## src/rtl/core/tce_pkg.sv

```systemverilog
package tce_pkg;

  localparam int QW    = 40;  // Q16.24 word width
  localparam int FRAC  = 24;  // fraction bits
  localparam int HALFW = 20;  // multiplier operand slice
  localparam int PW    = 55;  // truncated product magnitude width
  localparam int WW    = 58;  // wide update sum width
  localparam int CW    = 17;  // result code width
  localparam int RW    = 39;  // escape radius width
  localparam int IW    = 12;  // iteration count width

  // opcodes
  localparam logic OP_ESCAPE = 1'b0;
  localparam logic OP_STEP   = 1'b1;

  // configuration register indexes
  localparam logic [1:0] REG_C_REAL     = 2'd0;
  localparam logic [1:0] REG_C_IMAG     = 2'd1;
  localparam logic [1:0] REG_RADIUS_SQ  = 2'd2;
  localparam logic [1:0] REG_MAX_ITER   = 2'd3;

  // result codes
  localparam logic [CW-1:0] CODE_BOUNDED = {CW{1'b1}};
  localparam logic [CW-1:0] CODE_STEP    = '0;
  localparam logic [CW-1:0] CODE_NEG_ADD = 17'd21;

  // reset values
  localparam logic [QW-1:0] RST_C_REAL    = 40'hFFFF400000;
  localparam logic [QW-1:0] RST_C_IMAG    = '0;
  localparam logic [RW-1:0] RST_RADIUS_SQ = 39'd167772160000;
  localparam logic [IW-1:0] RST_MAX_ITER  = 12'd100;

  typedef struct packed {
    logic signed [QW-1:0] c_real;
    logic signed [QW-1:0] c_imag;
    logic [RW-1:0]        radius_sq;
    logic [IW-1:0]        max_iter;
  } cfg_t;

  typedef struct packed {
    logic                 hi;      // high operand slice, closes the product
    logic [QW-1:0]        a_mag;
    logic [HALFW-1:0]     b_half;
  } mul_req_t;

  typedef struct packed {
    logic [CW-1:0]        code;
    logic signed [QW-1:0] re;
    logic signed [QW-1:0] im;
  } res_t;

endpackage

```

## src/rtl/core/tce_mul.sv

```systemverilog
module tce_mul
  import tce_pkg::*;
(
  input  logic          clk,
  input  mul_req_t      req,
  output logic [PW-1:0] res_r
);

  logic [2*HALFW+QW-HALFW-1:0] pp_r;
  logic [2*HALFW+QW-HALFW-1:0] acc_r;
  logic                        hi_d_r;
  logic [2*QW-1:0]             sum;

  // combine low and high partial products of the 40x40 magnitude product
  assign sum = (2*QW)'(acc_r) + ((2*QW)'(pp_r) << HALFW);

  // multiply one slice, then accumulate and drop the fraction
  always_ff @(posedge clk) begin
    pp_r   <= req.a_mag * req.b_half;
    hi_d_r <= req.hi;
    if (!hi_d_r) begin
      acc_r <= pp_r;
    end else begin
      res_r <= sum[FRAC+PW-1:FRAC];
    end
  end

endmodule

```

## src/rtl/core/tce_core.sv

```systemverilog
module tce_core
  import tce_pkg::*;
(
  input  logic                 clk,
  input  logic                 rst_n,
  input  cfg_t                 cfg,
  input  logic                 start,
  input  logic                 opcode,
  input  logic signed [QW-1:0] start_re,
  input  logic signed [QW-1:0] start_im,
  output logic                 ready,
  output logic                 done,
  input  logic                 done_ack,
  output res_t                 res
);

  typedef enum logic [1:0] {S_IDLE, S_RUN, S_DONE} state_t;

  state_t               state_r;
  logic [2:0]           step_r;
  logic                 op_r;
  logic signed [QW-1:0] re_r;
  logic signed [QW-1:0] im_r;
  logic [IW-1:0]        cnt_r;
  logic [PW-1:0]        rr_r;
  logic [PW-1:0]        ii_r;
  logic                 neg_r;
  logic [CW-1:0]        code_r;

  logic [QW-1:0]        mag_re;
  logic [QW-1:0]        mag_im;
  logic [QW-1:0]        opb;
  mul_req_t             req;
  logic [PW-1:0]        mul_res;
  logic [PW:0]          norm;
  logic                 escaped;
  logic signed [WW-1:0] c_re_w;
  logic signed [WW-1:0] c_im_w;
  logic signed [WW-1:0] two_ri;
  logic signed [WW-1:0] nr;
  logic signed [WW-1:0] ni;
  logic [CW-1:0]        esc_code;

  function automatic logic signed [QW-1:0] sat_q(input logic signed [WW-1:0] v);
    logic signed [QW-1:0] r;
    if (&v[WW-1:QW-1] || ~|v[WW-1:QW-1]) begin
      r = v[QW-1:0];
    end else if (v[WW-1]) begin
      r = {1'b1, {(QW-1){1'b0}}};
    end else begin
      r = {1'b0, {(QW-1){1'b1}}};
    end
    return r;
  endfunction

  assign mag_re = re_r[QW-1] ? QW'(-re_r) : QW'(re_r);
  assign mag_im = im_r[QW-1] ? QW'(-im_r) : QW'(im_r);

  // feed the shared multiplier: re*re, im*im, re*im, two slices each
  always_comb begin
    req.a_mag = mag_re;
    opb       = mag_re;
    unique case (step_r[2:1])
      2'd0: begin
        req.a_mag = mag_re;
        opb       = mag_re;
      end
      2'd1: begin
        req.a_mag = mag_im;
        opb       = mag_im;
      end
      default: begin
        req.a_mag = mag_re;
        opb       = mag_im;
      end
    endcase
    req.hi     = step_r[0];
    req.b_half = step_r[0] ? opb[QW-1:HALFW] : opb[HALFW-1:0];
  end

  tce_mul u_mul (
    .clk   (clk),
    .req   (req),
    .res_r (mul_res)
  );

  // escape test on the squared norm, ii arrives at step 5
  assign norm    = {1'b0, rr_r} + {1'b0, mul_res};
  assign escaped = !(norm < (PW+1)'(cfg.radius_sq));
  assign esc_code = {{(CW-IW-3){1'b0}}, cnt_r, 3'b000} +
                    (im_r[QW-1] ? CODE_NEG_ADD : {CW{1'b0}});

  // map update, ri arrives at step 7
  assign c_re_w = {{(WW-QW){cfg.c_real[QW-1]}}, cfg.c_real};
  assign c_im_w = {{(WW-QW){cfg.c_imag[QW-1]}}, cfg.c_imag};
  assign two_ri = {{(WW-PW-1){1'b0}}, mul_res, 1'b0};
  assign nr     = $signed({{(WW-PW){1'b0}}, rr_r}) - $signed({{(WW-PW){1'b0}}, ii_r}) + c_re_w;
  assign ni     = neg_r ? c_im_w + two_ri : c_im_w - two_ri;

  // sequencer and orbit registers
  always_ff @(posedge clk) begin
    if (!rst_n) begin
      state_r <= S_IDLE;
      step_r  <= '0;
    end else begin
      unique case (state_r)
        S_IDLE: begin
          if (start) begin
            state_r <= S_RUN;
            step_r  <= '0;
            op_r    <= opcode;
            re_r    <= start_re;
            im_r    <= start_im;
            cnt_r   <= '0;
          end
        end
        S_RUN: begin
          step_r <= step_r + 3'd1;
          unique case (step_r)
            3'd3: begin
              rr_r  <= mul_res;
              neg_r <= re_r[QW-1] ^ im_r[QW-1];
            end
            3'd5: begin
              ii_r <= mul_res;
              if (op_r == OP_ESCAPE) begin
                if (cnt_r >= cfg.max_iter) begin
                  code_r  <= CODE_BOUNDED;
                  state_r <= S_DONE;
                end else if (escaped) begin
                  code_r  <= esc_code;
                  state_r <= S_DONE;
                end
              end
            end
            3'd7: begin
              re_r  <= sat_q(nr);
              im_r  <= sat_q(ni);
              cnt_r <= cnt_r + 1'b1;
              if (op_r == OP_STEP) begin
                code_r  <= CODE_STEP;
                state_r <= S_DONE;
              end
            end
            default: ;
          endcase
        end
        S_DONE: begin
          if (done_ack) begin
            state_r <= S_IDLE;
          end
        end
        default: state_r <= S_IDLE;
      endcase
    end
  end

  assign ready    = (state_r == S_IDLE);
  assign done     = (state_r == S_DONE);
  assign res.code = code_r;
  assign res.re   = re_r;
  assign res.im   = im_r;

endmodule

```

## src/rtl/core/tricorn_escape_time.sv

```systemverilog
// Tricorn Julia escape-time engine, signed Q16.24 fixed point.
// Input stream: in_tdata carries the start point, in_tuser the opcode
// (0 escape-time count, 1 one map step). A word is taken when in_tvalid
// and in_tready are both high; in_tready is high only while the engine
// is idle, so one point is worked on at a time.
// Output stream: out_tdata carries result code and final point. A
// result waits in the output register until out_tready; the engine
// already takes the next word meanwhile, and holds its own finished
// result until that register is free.
// Each map step runs on the single shared 40x20 multiplier
// (three products of two slices each, then the update). The cfg_
// port writes c, the squared escape radius and the iteration limit;
// write it only while idle.
// Reset (rst_n low, synchronous) empties the engine and the output
// register and loads c = -0.75, radius^2 = 10000.0, limit = 100.
module tricorn_escape_time
  import tce_pkg::*;
(
  input  logic          clk,
  input  logic          rst_n,
  input  logic          in_tvalid,
  output logic          in_tready,
  input  logic [79:0]   in_tdata,   // [39:0] start_real, [79:40] start_imag
  input  logic          in_tuser,   // [0] opcode
  output logic          out_tvalid,
  input  logic          out_tready,
  output logic [103:0]  out_tdata,  // [16:0] result_code, [56:17] final_real,
                                    // [96:57] final_imag, [103:97] zero
  input  logic          cfg_we,
  input  logic [1:0]    cfg_index,
  input  logic [39:0]   cfg_wdata
);

  cfg_t  cfg_r;
  logic  core_ready;
  logic  core_done;
  logic  load_out;
  res_t  core_res;
  res_t  out_r;
  logic  out_valid_r;

  // hold configuration registers
  always_ff @(posedge clk) begin
    if (!rst_n) begin
      cfg_r.c_real    <= RST_C_REAL;
      cfg_r.c_imag    <= RST_C_IMAG;
      cfg_r.radius_sq <= RST_RADIUS_SQ;
      cfg_r.max_iter  <= RST_MAX_ITER;
    end else if (cfg_we) begin
      unique case (cfg_index)
        REG_C_REAL:    cfg_r.c_real    <= cfg_wdata;
        REG_C_IMAG:    cfg_r.c_imag    <= cfg_wdata;
        REG_RADIUS_SQ: cfg_r.radius_sq <= cfg_wdata[RW-1:0];
        REG_MAX_ITER:  cfg_r.max_iter  <= cfg_wdata[IW-1:0];
        default: ;
      endcase
    end
  end

  assign in_tready = core_ready;

  tce_core u_core (
    .clk      (clk),
    .rst_n    (rst_n),
    .cfg      (cfg_r),
    .start    (in_tvalid && core_ready),
    .opcode   (in_tuser),
    .start_re (in_tdata[39:0]),
    .start_im (in_tdata[79:40]),
    .ready    (core_ready),
    .done     (core_done),
    .done_ack (load_out),
    .res      (core_res)
  );

  // move a finished result into the output register when it is free
  assign load_out = core_done && (!out_valid_r || out_tready);

  always_ff @(posedge clk) begin
    if (!rst_n) begin
      out_valid_r <= 1'b0;
    end else if (load_out) begin
      out_valid_r <= 1'b1;
    end else if (out_tready) begin
      out_valid_r <= 1'b0;
    end
  end

  always_ff @(posedge clk) begin
    if (load_out) begin
      out_r <= core_res;
    end
  end

  assign out_tvalid = out_valid_r;
  assign out_tdata  = {7'b0, out_r.im, out_r.re, out_r.code};

endmodule
```

## config.mk

```make
export PLATFORM = sky130hd
export DESIGN_NAME = tricorn_escape_time
export DESIGN_NICKNAME = d
export VERILOG_FILES = /design/src/rtl/core/tce_pkg.sv /design/src/rtl/core/tce_mul.sv /design/src/rtl/core/tce_core.sv /design/src/rtl/core/tricorn_escape_time.sv
export SDC_FILE = /design/constraint.sdc
export NUM_CORES = 2
export LEC_CHECK = 0
export BUFFER_PORTS_ARGS = -buffer_cell sky130_fd_sc_hd__buf_2
export CAP_MARGIN = 10
export CORE_AREA = 2 2 362 328
export CTS_CLUSTER_SIZE = 8
export DETAILED_ROUTE_END_ITERATION = 10
export DIE_AREA = 0 0 364 330
export GPL_TIMING_DRIVEN = 1
export PLACE_DENSITY = 0.74
export SYNTH_ARGS = -nofsm -noshare
export SYNTH_HDL_FRONTEND = slang
export SYNTH_HIERARCHICAL = 1
export SYNTH_SLANG_ARGS = --single-unit
```

## constraint.sdc

```tcl
create_clock -name clk -period 11.27 [get_ports clk]
set_input_delay 1.6905 -clock clk [delete_from_list [all_inputs] [get_ports clk]]
set_output_delay 1.6905 -clock clk [all_outputs]
set_load 0.01 [all_outputs]
```

* Word level (Yosys, flattened, before mapping)
Index checks and enable logic that the tools add are counted.
Storage, ports and cells: input port bits 128, logic and storage cells 122, bits in registers 631, output and inout port bits 106
Cells by class: add/subtract/negate cells 11, bitwise gates (word level) 1, reduce and logical (&&, ||, !) cells 29, magnitude comparators 2, mux-type cells 37, multipliers 1, equality and inequality tests 19
Operator list (count):
- 40-bit 2-to-1 mux | 12
- 40-bit one-hot mux with 2 select lines | 2
- 40-bit negator | 2
- 60-bit by 79-bit adder with 79-bit output | 1
- 17-bit 2-to-1 mux | 4
- 40-bit by 20-bit multiplier with 60-bit output | 1
- 40-bit by 57-bit adder with 58-bit output | 1
- 58-bit 2-to-1 mux | 1
- 40-bit by 57-bit subtractor with 58-bit output | 1
- 56-bit by 40-bit adder with 57-bit output | 1
- 55-bit by 55-bit adder with 56-bit output | 1
- 56-bit by 39-bit < comparator with 1-bit output | 1
- 55-bit by 55-bit subtractor with 56-bit output | 1
- 19-bit AND reduction | 2
- 19-bit OR reduction | 2
- 17-bit one-hot mux with 2 select lines | 1
- 12-bit 2-to-1 mux | 2
- 12-bit one-hot mux with 2 select lines | 1
- 20-bit 2-to-1 mux | 1
- 15-bit by 17-bit adder with 17-bit output | 1
- 12-bit by 1-bit adder with 12-bit output, second input constant | 1
- 12-bit greater-or-equal comparator | 1
- 2-bit 2-to-1 mux | 6
- 6-bit AND reduction | 2
- other kinds (25) | 51

* Longest topological paths before layout
depth after elaboration 8, gate-level depth with buffers 40, depth with buffers taken out 38

* Modules after synthesis
The synthesis kept the hierarchy.
Modules (own cells, without submodules):
- tce_mul | sequential area each 4073.9 sq um, times used 1, cells each 3382, area an instance 31545.3 sq um
- tce_core | sequential area each 6676.4 sq um, times used 1, cells each 3256, area an instance 26182.6 sq um
- tricorn_escape_time | sequential area each 5555.3 sq um, times used 1, cells each 612, area an instance 8114.0 sq um

* Worst setup path before layout
Ideal clock, no wire load.
path kind register to register, from register u_core.re_r[4], to register u_core.u_mul.pp_r[57], clock period less this slack 9.627 ns, arrival time 9.555 ns, slack 1.643 ns, path buffers 1, data required time 11.198 ns, library setup time 0.072 ns, stages on the path, launching flop included 38, path through edfxtp_1 > nor4_1 > nand2b_1 > nor2_1 > nand2_1 > or4_1 > or4_1 > or4_1 > or2_2 > o41ai_1 > xor2_1 > nand2_1 > o211ai_1 > o21ai_0 > clkbuf_1 > nand2_1 > fa_1 > inv_1 > (+2 left out) > fa_1 > inv_1 > fa_1 > fa_1 > fa_1 > inv_1 > fa_1 > inv_1 > ha_1 > nand2_1 > nor3_1 > nand3_1 > or4_1 > o32a_2 > a31oi_4 > a21oi_1 > o21ai_1 > xor2_1
RTL lines:
- start: declaration | line tce_core.sv:22 | logic signed [QW-1:0] re_r;
- start signal: assignment | line tce_core.sv:112 | re_r <= start_re;
- start signal: assignment | line tce_core.sv:137 | re_r <= sat_q(nr);
- end signal: assignment | line tce_mul.sv:19 | pp_r <= req.a_mag * req.b_half;
- end: declaration | line tce_mul.sv:9 | logic [2*HALFW+QW-HALFW-1:0] pp_r;

==> results.tsv <==
stage	metric	value	unit
logic_synthesis	netlist_instances	7250	
global_route	grt_pass1_vias	51900	
worst_setup_path	cp-start-kind	flip-flop	
route	drt_wl_total	200000	um
floorplan	coreArea	116000	um2
logic_synthesis	async_reset_ff_share	0	%
route	wl_per_cell	22.4	um
cts	clk_pin_slew	50	ps
worst_hold_path	worstHoldStart	u_core/code_r[6]$_SDFFCE_PP0P_	
cells_and_area	layout.nets	8596	
logic_synthesis	synth_warnings	6	
logic_synthesis	ys_seq_area_share	24.8	%
timing	worst_pin_slew	1220	ps
cells_and_area	ff_latch_area	16300	um2
cts	cts_max_level	3	
cells_and_area	multi_input_area	44700	um2
cells_and_area	design_area	70800	um2
cts	cts_buffers	86	
cells_and_area	fillers	10000	
route	first_iter_violations	6113	
floorplan	start_util	56.6	%
worst_setup_path	cp.arrival	11420	ps
cts	cts.sinks	609	
placement	portBuffers	226	
timing	hold_violations	0	
cts	cts_tree	done	
route	drc	0	
floorplan	io-pin-count	234	
worst_setup_path	worstSetupEndpointType	flip-flop	
timing	relSlewSlack	18.1	%
logic_synthesis	ys.flop_type	edfxtp_1	
global_route	grt_pass1_wl	307000	um
placement	gp_congestion	1.01	
logic_synthesis	ys_top_cells_by_area	fa_1 21%, edfxtp_1 19%, ha_1 9.4%	
logic_synthesis	ys_seq_elements	609	
cells_and_area	layout_commonest_cell	nand2_1	
logic_synthesis	yosysTopAreaCell	fa_1	
run_status	status	finished clean	
cts	cts.path.max_buffers	3	
timing	setup_viol	0	
cells_and_area	final_cell_mix	971 x nand2_1, 923 x inv_1, 684 x fa_1	
timing	clock_skew	51.2	ps
cells_and_area	drive_above_1_share	6.85	%
floorplan	row_count	119	
worst_setup_path	crit_fanout	15	
worst_setup_path	reg2reg_from	u_core/re_r[2]$_DFFE_PP_	
timing	finalMaxSlewViolations	0	
worst_hold_path	min_to	out_tdata[6]$_DFFE_PP_	
timing	rsz0062_at_grt	no	
route	postRouteAntennaNets	0	
cells_and_area	syn2layout_area_growth	7.60	%
worst_setup_path	path_common_cell	fa_1	
global_route	antenna_found_initial	4	
placement	post-dp-hpwl	160000	um
cts	cts_root_buffer	clkbuf_16	
worst_setup_path	r2r-end	u_core/u_mul/pp_r[57]$_DFF_P_	
logic_synthesis	synth_edf_count	411	
placement	place_ws	352	ps
worst_hold_path	hold_depth	0	
worst_setup_path	cpPeakStageDelay	700	ps
route	num_vias	53600	
timing	fmax	0.0918	GHz
cts	clk_latency	680	ps
timing	fin_ws	380	ps
worst_setup_path	worst-r2r-setup-slack	380	ps
worst_setup_path	reg2reg_depth	33	
logic_synthesis	synth.cell_area	65800	um2
worst_hold_path	hold_path.class	flip-flop to flip-flop	
logic_synthesis	synth_top_area_share	20.8	%
timing	fin_setup_tns	0	ps
timing	min_period	10890	ps
worst_setup_path	crit_slowest_cell	a211oi_1	
timing	period_share	96.6	%
floorplan	die_area	120000	um2
worst_setup_path	cp_data_required_time	11800	ps
floorplan	die_y	330	um
route	vias_per_cell	6.01	
worst_setup_path	criticalPathCategory	flip-flop to flip-flop	
logic_synthesis	synth_cell_type_count	95	
floorplan	die_w	364	um
placement	placed_cell_area	68300	um2
flow_run	cap_violations	0	
logic_synthesis	syn_area_per_cell	9.08	um2
cts	postCtsHoldBufs	0	
global_route	grt_max_degree	106	
global_route	grt_overflow	0	
route	dr.pass1.iters	7	
global_route	grt_util_all_layers	33.3	%
==> what timing repair did <==
item / in CTS / in global routing
buffers inserted: 0 / 0
resized for setup: 0 / 13
endpoints found under the setup margin: 0 / 22
==> worst max-delay path: cells and delay by family, from the launching register on <==
kind	cells	cell delay, ps
adders and majority gates	8	3790
and+or+nand+nor	11	3020
AOI/OAI and AO/OA	10	2880
DFF	1	490
xor gates and xnor gates	2	420
buffers and inverters	2	120
==> area by class of cell <==
cell class                 instances  share of cell area (%)
sequential                       609                    23.0
timing repair buffer             320                    2.61
tap                             1573                    2.78
clock buffer                     138                    3.37
clock inverter                     7                   0.193
multi-input combinational       5350                    63.1
inverter                         923                    4.89
antenna                            1                 0.00353
==> registers in the layout, indices dropped and copies added, names as in the netlist <==
name,flops
cfg_r,131
out_tdata,97
u_core/u_mul/pp_r,60
u_core/ii_r,55
u_core/rr_r,55
u_core/u_mul/res_r,55
u_core/im_r,40
u_core/re_r,40
u_core/u_mul/acc_r,40
u_core/code_r,15
u_core/cnt_r,12
u_core/step_r,3
u_core/state_r,2
out_tvalid,1
u_core/neg_r,1
u_core/op_r,1
u_core/u_mul/hi_d_r,1
==> synth_stat cells (all sizes together) (33+ instances only) <==
| cell | count |
|---|---|
| a211oi | 43 |
| a21o | 174 |
| a21oi | 480 |
| a31oi | 48 |
| and2 | 326 |
| and3 | 33 |
| buf | 63 |
| clkbuf | 311 |
| dfxtp | 198 |
| edfxtp | 411 |
| fa | 684 |
| ha | 494 |
| inv | 923 |
| mux2i | 127 |
| nand2 | 972 |
| nand2b | 48 |
| nand3 | 89 |
| nand4 | 97 |
| nor2 | 350 |
| nor2b | 62 |
| nor3 | 65 |
| o211ai | 62 |
| o21a | 34 |
| o21ai | 273 |
| o21bai | 55 |
| o2bb2ai | 41 |
| o31ai | 33 |
| or3 | 33 |
| xnor2 | 255 |
| xor2 | 194 |
==> metrics by stage <==
stage / std cells / hold slack (ps) / utilization (%)
global route: 8920 / 418 / 60.9
floorplan: 7256 / 370 / -
detailed placement: 8775 / 405 / 58.7
finish: 8921 / 413 / 60.9
global placement: 8775 / 403 / 58.7
CTS: 8920 / 415 / 60.9
==> how the worst max path moves through the flow <==
| stage | to | slack, ps | startpoint |
|---|---|---|---|
| CTS | u_core/u_mul/pp_r[54]$_DFF_P_ | 290 | u_core/re_r[2]$_DFFE_PP_ |
| global placement | u_core/u_mul/pp_r[57]$_DFF_P_ | 630 | u_core/re_r[4]$_DFFE_PP_ |
| floorplan | u_core/u_mul/pp_r[57]$_DFF_P_ | 1640 | u_core/re_r[4]$_DFFE_PP_ |
| global route | u_core/u_mul/pp_r[55]$_DFF_P_ | 8 | u_core/re_r[4]$_DFFE_PP_ |
| detailed placement | u_core/u_mul/pp_r[58]$_DFF_P_ | 350 | u_core/re_r[2]$_DFFE_PP_ |
| finish | u_core/u_mul/pp_r[57]$_DFF_P_ | 380 | u_core/re_r[2]$_DFFE_PP_ |
==> per-layer routing <==
layer | vias up | part of all wire, % | global-route usage, %
met3 | 398 | 9.4 | 5.75
li1 | 24300 | - | -
met1 | 26300 | 43 | 48.0
met4 | 2 | 4.2 | 12.4
met2 | 2579 | 43 | 50.5
met5 | - | 0.010 | 0
==> kinds of logic (layout without fill, tap and decap cells) <==
logic type	count (synthesis)	in the layout	share of synthesized area, %
AND/OR/NAND/NOR	2187	2187	15.8
AO/OA/AOI/OAI	1390	1390	13.4
buffers and inverters	1297	1388	7.66
adder cells (fa/ha/maj)	1178	1178	30.2
flip-flops	609	609	24.8
XOR/XNOR	449	449	5.97
multiplexers	139	139	2.20
other	1	8	0.00570
Power is left out: the tool's default activity adds up to more than one toggle a clock period on the data nets, which glitch-free logic cannot reach.
